--- src/design/hrhs_pkg.sv ---
// Shared constants, types and lookup functions for the HTTP request header scanner.
`default_nettype none

package hrhs_pkg;

    localparam int MAX_SCAN_DEF     = 2048;
    localparam int METHOD_COUNT_DEF = 8;
    localparam int METHOD_SLOTS     = 8;

    localparam int URI_W  = 11;
    localparam int HOST_W = 12;
    localparam int CODE_W = 3;

    // output word: method_code, line_found, uri_start, uri_length,
    // host_found, host_start, host_length (51 bits, padded to 56)
    localparam int OUT_TDATA_W = 56;

    localparam logic [7:0] CHAR_CR    = 8'h0D;
    localparam logic [7:0] CHAR_LF    = 8'h0A;
    localparam logic [7:0] CHAR_SPACE = 8'h20;

    localparam logic [2:0] HOST_KEY_LEN = 3'd7;

    // one byte step, as seen by the tracking units
    typedef struct packed {
        logic [7:0] data;
        logic       take;     // byte falls inside the scan window
        logic       done;     // last byte of the payload is being processed
        logic       prev_cr;  // previous scanned byte was CR
    } step_t;

    function automatic logic [3:0] method_len(input logic [2:0] slot);
        logic [3:0] len;
        case (slot)
            3'd0:    len = 4'd4;
            3'd1:    len = 4'd5;
            3'd2:    len = 4'd4;
            3'd3:    len = 4'd7;
            3'd4:    len = 4'd5;
            3'd5:    len = 4'd8;
            3'd6:    len = 4'd6;
            default: len = 4'd8;
        endcase
        return len;
    endfunction

    // method words with their trailing space; GET POST PUT DELETE HEAD
    // OPTIONS PATCH CONNECT
    function automatic logic [7:0] method_char(input logic [2:0] slot,
                                               input logic [2:0] idx);
        logic [63:0] word;
        case (slot)
            3'd0:    word = {8'h00, 8'h00, 8'h00, 8'h00, " ", "T", "E", "G"};
            3'd1:    word = {8'h00, 8'h00, 8'h00, " ", "T", "S", "O", "P"};
            3'd2:    word = {8'h00, 8'h00, 8'h00, 8'h00, " ", "T", "U", "P"};
            3'd3:    word = {8'h00, " ", "E", "T", "E", "L", "E", "D"};
            3'd4:    word = {8'h00, 8'h00, 8'h00, " ", "D", "A", "E", "H"};
            3'd5:    word = {" ", "S", "N", "O", "I", "T", "P", "O"};
            3'd6:    word = {8'h00, 8'h00, " ", "H", "C", "T", "A", "P"};
            default: word = {" ", "T", "C", "E", "N", "N", "O", "C"};
        endcase
        return word[{idx, 3'b000} +: 8];
    endfunction

    // CR LF "host:"
    function automatic logic [7:0] host_key_char(input logic [2:0] k);
        logic [7:0] c;
        case (k)
            3'd0:    c = CHAR_CR;
            3'd1:    c = CHAR_LF;
            3'd2:    c = "h";
            3'd3:    c = "o";
            3'd4:    c = "s";
            3'd5:    c = "t";
            3'd6:    c = ":";
            default: c = 8'h00;
        endcase
        return c;
    endfunction

    function automatic logic [7:0] lower_ascii(input logic [7:0] c);
        logic [7:0] r;
        r = c;
        if (c >= "A" && c <= "Z")
        begin
            r = c + 8'd32;
        end
        return r;
    endfunction

endpackage

`default_nettype wire

--- src/design/hrhs_method.sv ---
// Method word matcher: per-slot alive bits and first-match code select.
`default_nettype none

module hrhs_method #(
    parameter int METHOD_COUNT = hrhs_pkg::METHOD_COUNT_DEF,
    parameter int POS_W        = 12
) (
    input  wire                          clk,
    input  wire                          rst_n,
    input  wire hrhs_pkg::step_t         step,
    input  wire  [POS_W-1:0]             pos,
    input  wire  [POS_W-1:0]             scan_len,
    output logic                         is_http,
    output logic [hrhs_pkg::CODE_W-1:0]  method_code
);

    localparam int EXT_W = (POS_W > 4) ? POS_W : 4;

    logic [METHOD_COUNT-1:0] alive_reg;
    logic [METHOD_COUNT-1:0] alive_next;
    logic [METHOD_COUNT-1:0] alive_upd;

    always_comb
    begin
        for (int i = 0; i < METHOD_COUNT; i++)
        begin
            alive_upd[i] = alive_reg[i];
            if (step.take && (EXT_W'(pos) < EXT_W'(hrhs_pkg::method_len(3'(i))))
                && (hrhs_pkg::method_char(3'(i), pos[2:0]) != step.data))
            begin
                alive_upd[i] = 1'b0;
            end
        end
    end

    // first surviving word that fits in the scanned length wins
    always_comb
    begin
        is_http     = 1'b0;
        method_code = '0;
        for (int i = METHOD_COUNT - 1; i >= 0; i--)
        begin
            if (alive_upd[i]
                && (EXT_W'(hrhs_pkg::method_len(3'(i))) <= EXT_W'(scan_len)))
            begin
                is_http     = 1'b1;
                method_code = hrhs_pkg::CODE_W'(i);
            end
        end
    end

    assign alive_next = step.done ? '1 : alive_upd;

    always_ff @(posedge clk or negedge rst_n)
    begin
        if (!rst_n)
        begin
            alive_reg <= '1;
        end
        else
        begin
            alive_reg <= alive_next;
        end
    end

endmodule

`default_nettype wire

--- src/design/hrhs_line.sv ---
// Request line tracker: first CRLF and the two spaces that bound the URI.
`default_nettype none

module hrhs_line #(
    parameter int POS_W = 12
) (
    input  wire                         clk,
    input  wire                         rst_n,
    input  wire hrhs_pkg::step_t        step,
    input  wire  [POS_W-1:0]            pos,
    output logic                        line_found,
    output logic [hrhs_pkg::URI_W-1:0]  uri_start,
    output logic [hrhs_pkg::URI_W-1:0]  uri_length
);

    localparam int EXT_W = (POS_W > hrhs_pkg::HOST_W) ? POS_W : hrhs_pkg::HOST_W;

    logic             line_end_reg, line_end_next, line_end_upd;
    logic             fs_seen_reg, fs_seen_next, fs_seen_upd;
    logic             ss_seen_reg, ss_seen_next, ss_seen_upd;
    logic [POS_W-1:0] fs_at_reg, fs_at_next, fs_at_upd;
    logic [POS_W-1:0] ss_at_reg, ss_at_next, ss_at_upd;
    logic [EXT_W-1:0] start_ext;
    logic [EXT_W-1:0] len_ext;

    always_comb
    begin
        line_end_upd = line_end_reg;
        fs_seen_upd  = fs_seen_reg;
        ss_seen_upd  = ss_seen_reg;
        fs_at_upd    = fs_at_reg;
        ss_at_upd    = ss_at_reg;
        if (step.take && !line_end_reg)
        begin
            if (step.data == hrhs_pkg::CHAR_LF && step.prev_cr)
            begin
                line_end_upd = 1'b1;
            end
            else if (step.data == hrhs_pkg::CHAR_SPACE)
            begin
                if (!fs_seen_reg)
                begin
                    fs_at_upd   = pos;
                    fs_seen_upd = 1'b1;
                end
                else if (!ss_seen_reg)
                begin
                    ss_at_upd   = pos;
                    ss_seen_upd = 1'b1;
                end
            end
        end
    end

    assign start_ext  = EXT_W'(fs_at_upd) + EXT_W'(1);
    assign len_ext    = EXT_W'(ss_at_upd) - EXT_W'(fs_at_upd) - EXT_W'(1);
    assign line_found = line_end_upd && ss_seen_upd;
    assign uri_start  = start_ext[hrhs_pkg::URI_W-1:0];
    assign uri_length = len_ext[hrhs_pkg::URI_W-1:0];

    assign line_end_next = line_end_upd && !step.done;
    assign fs_seen_next  = fs_seen_upd && !step.done;
    assign ss_seen_next  = ss_seen_upd && !step.done;
    assign fs_at_next    = step.done ? '0 : fs_at_upd;
    assign ss_at_next    = step.done ? '0 : ss_at_upd;

    always_ff @(posedge clk or negedge rst_n)
    begin
        if (!rst_n)
        begin
            line_end_reg <= 1'b0;
            fs_seen_reg  <= 1'b0;
            ss_seen_reg  <= 1'b0;
            fs_at_reg    <= '0;
            ss_at_reg    <= '0;
        end
        else
        begin
            line_end_reg <= line_end_next;
            fs_seen_reg  <= fs_seen_next;
            ss_seen_reg  <= ss_seen_next;
            fs_at_reg    <= fs_at_next;
            ss_at_reg    <= ss_at_next;
        end
    end

endmodule

`default_nettype wire

--- src/design/hrhs_host.sv ---
// Host header tracker: CRLF "host:" key search, space skip and value bounds.
`default_nettype none

module hrhs_host #(
    parameter int POS_W = 12
) (
    input  wire                          clk,
    input  wire                          rst_n,
    input  wire hrhs_pkg::step_t         step,
    input  wire  [POS_W-1:0]             pos,
    input  wire  [POS_W-1:0]             scan_len,
    output logic                         host_found,
    output logic [hrhs_pkg::HOST_W-1:0]  host_start,
    output logic [hrhs_pkg::HOST_W-1:0]  host_length
);

    localparam int EXT_W = (POS_W > hrhs_pkg::HOST_W) ? POS_W : hrhs_pkg::HOST_W;

    logic [2:0]       kp_reg, kp_next, kp_upd;
    logic             found_reg, found_next, found_upd;
    logic             skip_reg, skip_next, skip_upd;
    logic             vend_seen_reg, vend_seen_next, vend_seen_upd;
    logic [POS_W-1:0] vstart_reg, vstart_next, vstart_upd;
    logic [POS_W-1:0] vend_reg, vend_next, vend_upd;
    logic [7:0]       lc;
    logic [POS_W-1:0] start_pos;
    logic [POS_W-1:0] end_pos;
    logic [EXT_W-1:0] len_ext;

    assign lc = hrhs_pkg::lower_ascii(step.data);

    always_comb
    begin
        kp_upd        = kp_reg;
        found_upd     = found_reg;
        skip_upd      = skip_reg;
        vend_seen_upd = vend_seen_reg;
        vstart_upd    = vstart_reg;
        vend_upd      = vend_reg;
        if (step.take)
        begin
            if (found_reg)
            begin
                if (skip_reg)
                begin
                    if (step.data != hrhs_pkg::CHAR_SPACE)
                    begin
                        vstart_upd = pos;
                        skip_upd   = 1'b0;
                    end
                end
                else if (!vend_seen_reg && step.data == hrhs_pkg::CHAR_LF
                         && step.prev_cr && pos > vstart_reg)
                begin
                    vend_upd      = pos - POS_W'(1);
                    vend_seen_upd = 1'b1;
                end
            end
            else
            begin
                // a mismatch on CR restarts the key at its second character
                if (kp_reg < hrhs_pkg::HOST_KEY_LEN && lc == hrhs_pkg::host_key_char(kp_reg))
                begin
                    kp_upd = kp_reg + 3'd1;
                end
                else
                begin
                    kp_upd = (lc == hrhs_pkg::CHAR_CR) ? 3'd1 : 3'd0;
                end
                if (kp_upd == hrhs_pkg::HOST_KEY_LEN)
                begin
                    found_upd = 1'b1;
                    skip_upd  = 1'b1;
                end
            end
        end
    end

    assign start_pos   = skip_upd ? scan_len : vstart_upd;
    assign end_pos     = vend_seen_upd ? vend_upd : scan_len;
    assign len_ext     = EXT_W'(end_pos) - EXT_W'(start_pos);
    assign host_found  = found_upd;
    assign host_start  = hrhs_pkg::HOST_W'(EXT_W'(start_pos));
    assign host_length = len_ext[hrhs_pkg::HOST_W-1:0];

    assign kp_next        = step.done ? 3'd0 : kp_upd;
    assign found_next     = found_upd && !step.done;
    assign skip_next      = skip_upd && !step.done;
    assign vend_seen_next = vend_seen_upd && !step.done;
    assign vstart_next    = step.done ? '0 : vstart_upd;
    assign vend_next      = step.done ? '0 : vend_upd;

    always_ff @(posedge clk or negedge rst_n)
    begin
        if (!rst_n)
        begin
            kp_reg        <= 3'd0;
            found_reg     <= 1'b0;
            skip_reg      <= 1'b0;
            vend_seen_reg <= 1'b0;
            vstart_reg    <= '0;
            vend_reg      <= '0;
        end
        else
        begin
            kp_reg        <= kp_next;
            found_reg     <= found_next;
            skip_reg      <= skip_next;
            vend_seen_reg <= vend_seen_next;
            vstart_reg    <= vstart_next;
            vend_reg      <= vend_next;
        end
    end

endmodule

`default_nettype wire

--- src/design/http_request_header_scanner_unit.sv ---
// Top level of the HTTP request header scanner: byte register, position, result register.
//
//  channel | dir | tdata                   | tuser   | tlast
//  s_axis  | in  | data_byte[7:0]          | -       | last_byte
//  m_axis  | out | see port comment (51 b) | is_http | -
//
// One byte word per cycle, sustained while no tlast word is stalled; a result is
// valid once the word carrying tlast has passed through the input register and
// been caught by the result register.
// The per-byte update is one pass of compares and a position increment.
// Reset clears the scan state, the position and both valid flags.
// A full result register stalls only a tlast word; other words keep flowing.
// After each result all scan state returns to its reset values.
`default_nettype none

module http_request_header_scanner_unit #(
    parameter int MAX_SCAN     = hrhs_pkg::MAX_SCAN_DEF,
    parameter int METHOD_COUNT = hrhs_pkg::METHOD_COUNT_DEF
) (
    input  wire                                clk,
    input  wire                                rst_n,
    input  wire                                s_axis_tvalid,
    output logic                               s_axis_tready,
    input  wire  [7:0]                         s_axis_tdata,  // data_byte[7:0]
    input  wire                                s_axis_tlast,
    output logic                               m_axis_tvalid,
    input  wire                                m_axis_tready,
    // [2:0] method_code, [3] line_found, [14:4] uri_start, [25:15] uri_length,
    // [26] host_found, [38:27] host_start, [50:39] host_length, [55:51] zero
    output logic [hrhs_pkg::OUT_TDATA_W-1:0]   m_axis_tdata,
    output logic                               m_axis_tuser   // is_http
);

    localparam int POS_W = $clog2(MAX_SCAN + 1);

    logic                             in_valid_reg, in_valid_next;
    logic [7:0]                       in_data_reg;
    logic                             in_last_reg;
    logic [POS_W-1:0]                 pos_reg, pos_next;
    logic                             prev_cr_reg, prev_cr_next;
    logic                             out_valid_reg, out_valid_next;
    logic [hrhs_pkg::OUT_TDATA_W-1:0] out_data_reg;
    logic                             out_http_reg;

    logic                             proc;
    logic                             take;
    logic [POS_W-1:0]                 scan_len;
    hrhs_pkg::step_t                  step;

    logic                             is_http;
    logic [hrhs_pkg::CODE_W-1:0]      method_code;
    logic                             line_found;
    logic [hrhs_pkg::URI_W-1:0]       uri_start, uri_length;
    logic                             host_found;
    logic [hrhs_pkg::HOST_W-1:0]      host_start, host_length;
    logic [hrhs_pkg::OUT_TDATA_W-1:0] result;

    // a non-last word never waits on the output side
    assign proc          = in_valid_reg && (!in_last_reg || !out_valid_reg || m_axis_tready);
    assign s_axis_tready = !in_valid_reg || proc;
    assign take          = proc && (pos_reg < POS_W'(MAX_SCAN));
    assign scan_len      = pos_reg + POS_W'(take);

    assign step.data    = in_data_reg;
    assign step.take    = take;
    assign step.done    = proc && in_last_reg;
    assign step.prev_cr = prev_cr_reg;

    hrhs_method #(
        .METHOD_COUNT (METHOD_COUNT),
        .POS_W        (POS_W)
    ) u_method (
        .clk         (clk),
        .rst_n       (rst_n),
        .step        (step),
        .pos         (pos_reg),
        .scan_len    (scan_len),
        .is_http     (is_http),
        .method_code (method_code)
    );

    hrhs_line #(
        .POS_W (POS_W)
    ) u_line (
        .clk        (clk),
        .rst_n      (rst_n),
        .step       (step),
        .pos        (pos_reg),
        .line_found (line_found),
        .uri_start  (uri_start),
        .uri_length (uri_length)
    );

    hrhs_host #(
        .POS_W (POS_W)
    ) u_host (
        .clk         (clk),
        .rst_n       (rst_n),
        .step        (step),
        .pos         (pos_reg),
        .scan_len    (scan_len),
        .host_found  (host_found),
        .host_start  (host_start),
        .host_length (host_length)
    );

    always_comb
    begin
        result = '0;
        if (is_http)
        begin
            result[2:0] = method_code;
            if (line_found)
            begin
                result[3]     = 1'b1;
                result[14:4]  = uri_start;
                result[25:15] = uri_length;
            end
            if (host_found)
            begin
                result[26]    = 1'b1;
                result[38:27] = host_start;
                result[50:39] = host_length;
            end
        end
    end

    assign in_valid_next  = s_axis_tready ? s_axis_tvalid : in_valid_reg;
    assign pos_next       = !proc ? pos_reg : (step.done ? '0 : scan_len);
    assign prev_cr_next   = step.done ? 1'b0
                          : (take ? (in_data_reg == hrhs_pkg::CHAR_CR) : prev_cr_reg);
    assign out_valid_next = step.done || (out_valid_reg && !m_axis_tready);

    always_ff @(posedge clk or negedge rst_n)
    begin
        if (!rst_n)
        begin
            in_valid_reg  <= 1'b0;
            pos_reg       <= '0;
            prev_cr_reg   <= 1'b0;
            out_valid_reg <= 1'b0;
        end
        else
        begin
            in_valid_reg  <= in_valid_next;
            pos_reg       <= pos_next;
            prev_cr_reg   <= prev_cr_next;
            out_valid_reg <= out_valid_next;
        end
    end

    always_ff @(posedge clk)
    begin
        if (s_axis_tready && s_axis_tvalid)
        begin
            in_data_reg <= s_axis_tdata;
            in_last_reg <= s_axis_tlast;
        end
        if (step.done)
        begin
            out_data_reg <= result;
            out_http_reg <= is_http;
        end
    end

    assign m_axis_tvalid = out_valid_reg;
    assign m_axis_tdata  = out_data_reg;
    assign m_axis_tuser  = out_http_reg;

endmodule

`default_nettype wire

--- config.mk ---
export PLATFORM = sky130hd
export DESIGN_NAME = http_request_header_scanner_unit
export DESIGN_NICKNAME = d
export VERILOG_FILES = /design/src/design/hrhs_pkg.sv /design/src/design/hrhs_method.sv /design/src/design/hrhs_line.sv /design/src/design/hrhs_host.sv /design/src/design/http_request_header_scanner_unit.sv
export SDC_FILE = /design/constraint.sdc
export NUM_CORES = 1
export LEC_CHECK = 0
export BUFFER_PORTS_ARGS = -buffer_cell sky130_fd_sc_hd__buf_2
export CORE_UTILIZATION = 55
export CTS_CLUSTER_DIAMETER = 100
export DETAILED_ROUTE_END_ITERATION = 10
export PLACE_DENSITY = 0.76
export SLEW_MARGIN = 20
export SYNTH_ARGS = -nofsm -noshare
export SYNTH_HDL_FRONTEND = slang
export SYNTH_SLANG_ARGS = --single-unit
--- constraint.sdc ---
create_clock -name clk -period 14.7 [get_ports clk]
set_clock_uncertainty 0.05 [all_clocks]
set_input_delay 2.205 -clock clk [delete_from_list [all_inputs] [get_ports clk]]
set_output_delay 2.205 -clock clk [all_outputs]
set_load 0.02 [all_outputs]
* Word-level counts from Yosys, hierarchy flattened
Index checks and enable logic that the tools add are counted.
Operators by class: multipliers 0, $lt $le $gt $ge 15, muxes and demuxes 84, bitwise gates (word level) 1, eq/ne operators 22, divide/modulo/power cells 0, shifts and indexed selects 8, add/sub/neg operators 8, reduce and logical (&&, ||, !) cells 59
Operators with widths (number):
- $shiftx 64x7->8 const A | 8
- $mux 12 | 24
- $ne 8x8->1 | 8
- $pmux 7 s7 | 1
- $le 3x12->1 const A | 4
- $lt 12x3->1 const B | 4
- $mux 1 | 43
- $logic_and 1x1->1 | 40
- $mux 8 | 4
- $mux 3 | 10
- $eq 8x4->1 const B | 3
- $add 12x1->12 | 1
- $eq 3x3->1 const B | 4
- $gt 12x12->1 | 1
- $le 4x12->1 const A | 1
- $lt 12x12->1 const B | 1
- $lt 12x4->1 const B | 1
- $sub 12x1->12 const B | 1
- $sub 12x12->12 | 1
- $add 11x1->11 const B | 1
- $sub 11x1->11 const B | 1
- $sub 11x11->11 | 1
- $add 8x6->8 const B | 1
- $eq 8x6->1 const B | 1
- 19 further kinds | 32
Storage, ports and cells: memories kept 0, input port bits 13, memory bits (read-only) 0, word-level logic and storage cells 222, bits in writable memories 0, output and inout bits 59, register bits after elaboration 141, bits in latches 0

* Depth between registers and ports, before layout
depth after elaboration 19, depth in mapped cells 23, gate-level depth less buffers 19

* Hierarchy
A second synthesis with hierarchy kept.
Unflattened totals: cell total of the unflattened synthesis 1030, area total of the unflattened synthesis 9829.4 µm²
Modules (own cells, without submodules):
- http_request_header_scanner_unit | area an instance 3181.8 µm², cells an instance 237, instances 1, seq. area each 2207.1 µm²
- hrhs_host | area an instance 3011.6 µm², cells an instance 381, instances 1, seq. area each 750.7 µm²
- hrhs_line | area an instance 1873.0 µm², cells an instance 199, instances 1, seq. area each 625.6 µm²
- hrhs_method | area an instance 1762.9 µm², cells an instance 213, instances 1, seq. area each 210.2 µm²

* Least setup slack after synthesis
OpenSTA, ideal clock, no wires.
path type input to register, start point in m_axis_tready, end point reg out_data_reg, in the netlist m_axis_tdata[49], data pin, stages 19, buffers on the path 3, path slack 8.709 ns, arrival time 5.789 ns, data required time 14.498 ns, library setup time 0.152 ns, cells stage by stage nand3b_1 -> nand2_1 -> nor3_1 -> o311a_1 -> clkbuf_1 -> clkbuf_1 -> clkbuf_1 -> nor2_1 -> a21oi_1 -> ha_1 -> fa_1 -> nor2b_1 -> o21ai_0 -> a21oi_1 -> o21ai_0 -> a21boi_0 -> o21a_1 -> or4_1 -> a31oi_1
Between the ends: longest elaborated chain between the ends 16, elaborated cells between the ends (all ways) 55, those cells by class add/sub (2); order compare (5); mux (23); reduce/logical (25)
RTL lines:
- start, declared | RTL line http_request_header_scanner_unit.sv:27 | input wire m_axis_tready,
- $logic_or 1x1->1 (*) | RTL line http_request_header_scanner_unit.sv:59 | assign proc = in_valid_reg && (!in_last_reg || !out_valid_reg || m_axis_tready);
- $logic_and 1x1->1 (*) | RTL line http_request_header_scanner_unit.sv:59
- $logic_and 1x1->1 (*) | RTL line http_request_header_scanner_unit.sv:61 | assign take = proc && (pos_reg < POS_W'(MAX_SCAN));
- branches (longest 13 deep; another with $add 12x1->12)
- end signal, assigned | RTL line http_request_header_scanner_unit.sv:161 | out_data_reg <= result;
- end, declared | RTL line http_request_header_scanner_unit.sv:42 | logic [hrhs_pkg::OUT_TDATA_W-1:0] out_data_reg;
Mark *: on every way between the ends. A chain may end at the register's enable or synchronous reset.

* Worst setup path after layout
start point in m_axis_tready, end point reg out_data_reg, in the netlist m_axis_tdata[44], data pin
Same word-level chain as after synthesis.

==> results.md <==
- The run finished, with violations left.
- The final reports fail on DRC.
- Of the available clock period, the critical path in the final layout requires 0.438.
- The destination of the worst hold path is u_line.ss_seen_reg$_DFF_PN0_.
- The area fraction of the dominant cell type after synthesis is 0.197.
- The number of enable-type register cells in the synthesized netlist is 61.
- Max-cap violations in this run came to 0.
- The source-to-sink clock delay at the later pin of the worst-skew pair is 0.43 ns.
- The filler cell count is 1383.
- The analysis attributes to cell leakage a power of 4.30 nW.
- For the pin with the worst max-slew slack, the measured transition is 1.01 ns.
- The cell chosen for the clock root is sky130_fd_sc_hd__clkbuf_16.
- The average size of a mapped cell is 9.19 um2.
- In the final design database the tool counted 1110 nets.
- The via count of the first global-routing pass is 7135.
- Across all register-to-register paths, the minimum setup slack is 9.34 ns.
- The library cell with the highest instance count after synthesis is sky130_fd_sc_hd__nor2_1.
- The standard-cell row count is 47.
- The path category of the worst min-delay check is register to register.
- The die is 132 um tall.
- The number of antenna violations at the first check in global routing is 0.
- The via density per instance is 6.18.
- After synthesis, the share of flip-flops with an asynchronous set or reset is 0.561.
- Timing would allow up to 155 MHz.
- Setup violations remaining at the end of the flow were counted as 0.
- The remaining number of nets flagged by the antenna check after routing is 0.
- The number of buffers inserted for hold repair after clock tree synthesis is 0.
- The maximum fanout along the worst path is 25.
- After detailed routing, the total wire length is 23100 um.
- The wire length per cell is 18.1 um.
- Yosys mapped the design onto 77 distinct sky130hd cell types.
- The kind of critical path is input pin to register.
- The share of post-route cells with drive strength above 1 is 0.138.
- The proportion of synthesized chip area in sequential cells is 0.408.
- Measured against its own limit, the worst slew margin works out to 0.330.
- The area overhead of the layout relative to synthesis is 11.2%.
- The worst register-to-register path ends at m_axis_tdata[44]$_SDFFCE_PN0P_.
- For the worst setup path, the data arrival time is 6.53 ns.
- The weighted congestion reported at the end of routability-driven placement is 0.886.
- The number of clock sinks seen by CTS is 139.
- The endpoint kind of the worst setup timing path is a register.
- Sorting the synthesized cells by area gives the leading types as sky130_fd_sc_hd__edfxtp_1, sky130_fd_sc_hd__dfrtp_1, sky130_fd_sc_hd__ha_1.
- Once the clock tree was built, the setup fixing pass inserted 0 buffers.
- The synthesis warning total is 0.
- The largest area contributor in the netlist is sky130_fd_sc_hd__edfxtp_1.
- Once placement completed, the tool counted placed cells totaling 1244.
- The flip-flop count of the largest register after layout is 51.
- The clock passes through at most 2 buffers.
- The quantity of I/O buffers inserted on ports is 66.
- By count the netlist is led by sky130_fd_sc_hd__nor2_1, sky130_fd_sc_hd__nand2_1, sky130_fd_sc_hd__dfrtp_1.
- The width of the die is 132 um.
- TritonCTS built the clock tree.
- The post-route DRC violation count is 4.
- STA classifies the critical path startpoint as an input pin.
- The pre-antenna-repair detailed-routing pass consisted of 9 iterations.
- The number of pins exceeding their max-slew limit in the final report is 0.
- Setup repair after global routing left no endpoint under its margin.
- The detailed router's first-iteration violation count is 844.
- The peak supply drop is 0.0884 mV.
- Measured in cells, the most critical reg-to-reg path has a length of 12.
- In the final timing run, aggregate negative setup slack is 0 ns.
- In this run the standard cell core region covers 16500 um2.
- The number of placed I/O pins is 72.
- The start point of the worst min-delay path is u_line.ss_seen_reg$_DFF_PN0_.
- The half-perimeter wire length after detailed placement is 15700 um.
- The areal power density over the cells is 100 nW/um2.
- The aggregate global routing overflow is 0.
- The tightest hold path in the finished design has a slack of 0.479 ns.
- The final hold violation count was 0.
- The post-CTS resize count is 0.
- The finished layout holds 1278 standard cells, fillers aside.
- STA puts the critical path data required time at 14.79 ns.
- The routed layout has 7901 vias.
- The gate count of the mapped netlist is 1012.
- The first global-routing pass estimated 37400 um of wire.
- The starting density of the core is 0.563.
- For this run, the total global-route usage over all layers was measured as 0.271.
- Counting instances, the worst hold path has a depth of 2.
- Entering global routing, the biggest net connects 79 pins.
- Clock-pin slew was measured on the worst setup and hold paths at 0.06 ns.
- In this run the cell area of the synthesized design comes to 9300 um2.
- The flip-flop cell with the highest count after synthesis is sky130_fd_sc_hd__dfrtp_1.
- In this run, synthesis produced a sequential element count of 139.
- Subtracting the final worst setup slack from the clock period gives 6.44 ns.
- The floorplan step defined a die boundary enclosing 17400 um2.
- The H-tree level count is 4.
- The startpoint identified for the worst register-to-register timing path is in_last_reg$_DFFE_PP_.
- The number of clock buffers added by TritonCTS is 17.
==> cell families (layout without fill, tap and decap cells) <==
family                     Yosys count  count (layout)  synth area share
adders and majority gates           53              53            0.0729
other                                1               6          0.000403
AOI/OAI and AO/OA                  238             238             0.173
xor gates and xnor gates            52              52            0.0505
buffers and inverters              124             165            0.0544
DFF                                139             139             0.408
muxes                               42              42            0.0462
and+or+nand+nor                    363             363             0.194
==> routing by layer <==
| layer | share of wire | vias up | routed length, um | global-route usage |
|---|---|---|---|---|
| met2 | 0.45 | 378 | 10500 | 0.414 |
| met4 | 0.020 | 0 | 469 | 0.0866 |
| li1 | - | 3701 | - | - |
| met3 | 0.078 | 39 | 1790 | 0.0511 |
| met1 | 0.45 | 3783 | 10400 | 0.390 |
| met5 | 0 | - | 0 | 0 |
==> report_power, final <==
part	leakage, nW	internal (mW)	switching [mW]
combinational	2.36	0.0615	0.107
clock	0.280	0.254	0.180
sequential	1.66	0.420	0.0117
==> how the worst max path moves through the flow <==
stage / start / depth (start not counted) / slack, ns / endpoint
2_1_floorplan: m_axis_tready / 19 / 8.71 / m_axis_tdata[49]$_SDFFCE_PN0P_
3_3_place_gp: m_axis_tready / 13 / 8.04 / m_axis_tdata[47]$_SDFFCE_PN0P_
3_5_place_dp: m_axis_tready / 13 / 7.95 / m_axis_tdata[27]$_SDFFCE_PN0P_
4_1_cts: m_axis_tready / 13 / 8.38 / m_axis_tdata[27]$_SDFFCE_PN0P_
5_1_grt: m_axis_tready / 13 / 7.88 / m_axis_tdata[27]$_SDFFCE_PN0P_
6_report: m_axis_tready / 13 / 8.26 / m_axis_tdata[44]$_SDFFCE_PN0P_
==> final cells by class <==
cell class / count / area [um2] / share of cell area
flip-flops and latches: 139 / 3790 / 0.367
clock inverters: 14 / 160 / 0.0155
well taps: 220 / 275 / 0.0266
repair buffers: 76 / 428 / 0.0414
multi-input cells: 753 / 5030 / 0.487
inverters: 57 / 215 / 0.0208
diodes: 1 / 2.50 / 0.000242
clock buffers: 18 / 429 / 0.0415
==> placed cells by master, fill, tap and decap left out, types with 19 or more instances in the layout <==
cell type	count
sky130_fd_sc_hd__nor2_1	109
sky130_fd_sc_hd__nand2_1	79
sky130_fd_sc_hd__dfrtp_1	70
sky130_fd_sc_hd__o21ai_0	65
sky130_fd_sc_hd__buf_2	65
sky130_fd_sc_hd__edfxtp_1	61
sky130_fd_sc_hd__inv_1	54
sky130_fd_sc_hd__ha_1	51
sky130_fd_sc_hd__a21oi_1	50
sky130_fd_sc_hd__nor3_1	36
sky130_fd_sc_hd__mux2i_1	35
sky130_fd_sc_hd__xnor2_1	26
sky130_fd_sc_hd__xor2_1	25
sky130_fd_sc_hd__nand3_1	24
sky130_fd_sc_hd__nand2b_1	19
==> critical path: stages <==
cell and delay [ns]:
sky130_fd_sc_hd__buf_2 0.10, sky130_fd_sc_hd__nand3b_1 0.21, sky130_fd_sc_hd__nand2_1 0.26, sky130_fd_sc_hd__inv_1 0.15
sky130_fd_sc_hd__ha_1 0.21, sky130_fd_sc_hd__nand3_1 0.24, sky130_fd_sc_hd__nor4_2 0.65, sky130_fd_sc_hd__nand3_1 0.26
sky130_fd_sc_hd__a2111oi_2 0.59, sky130_fd_sc_hd__and2_1 0.33, sky130_fd_sc_hd__a22oi_1 0.23, sky130_fd_sc_hd__o32ai_4 0.93
sky130_fd_sc_hd__nor3_1 0.14
==> metrics by stage <==
stage | power, mW | setup slack [ns] | util | area [um2]
final | 1.03 | 8.26 | 0.626 | 10300
after global routing | 1.07 | 7.88 | 0.625 | 10300
after CTS | 1.03 | 8.38 | 0.624 | 10300
after detailed placement | 0.603 | 7.95 | 0.588 | 9720
after global placement | 0.602 | 8.04 | 0.588 | 9720
after floorplan | 0.558 | 8.71 | - | 9310
Note: power is estimated with default switching activity, not from simulation.
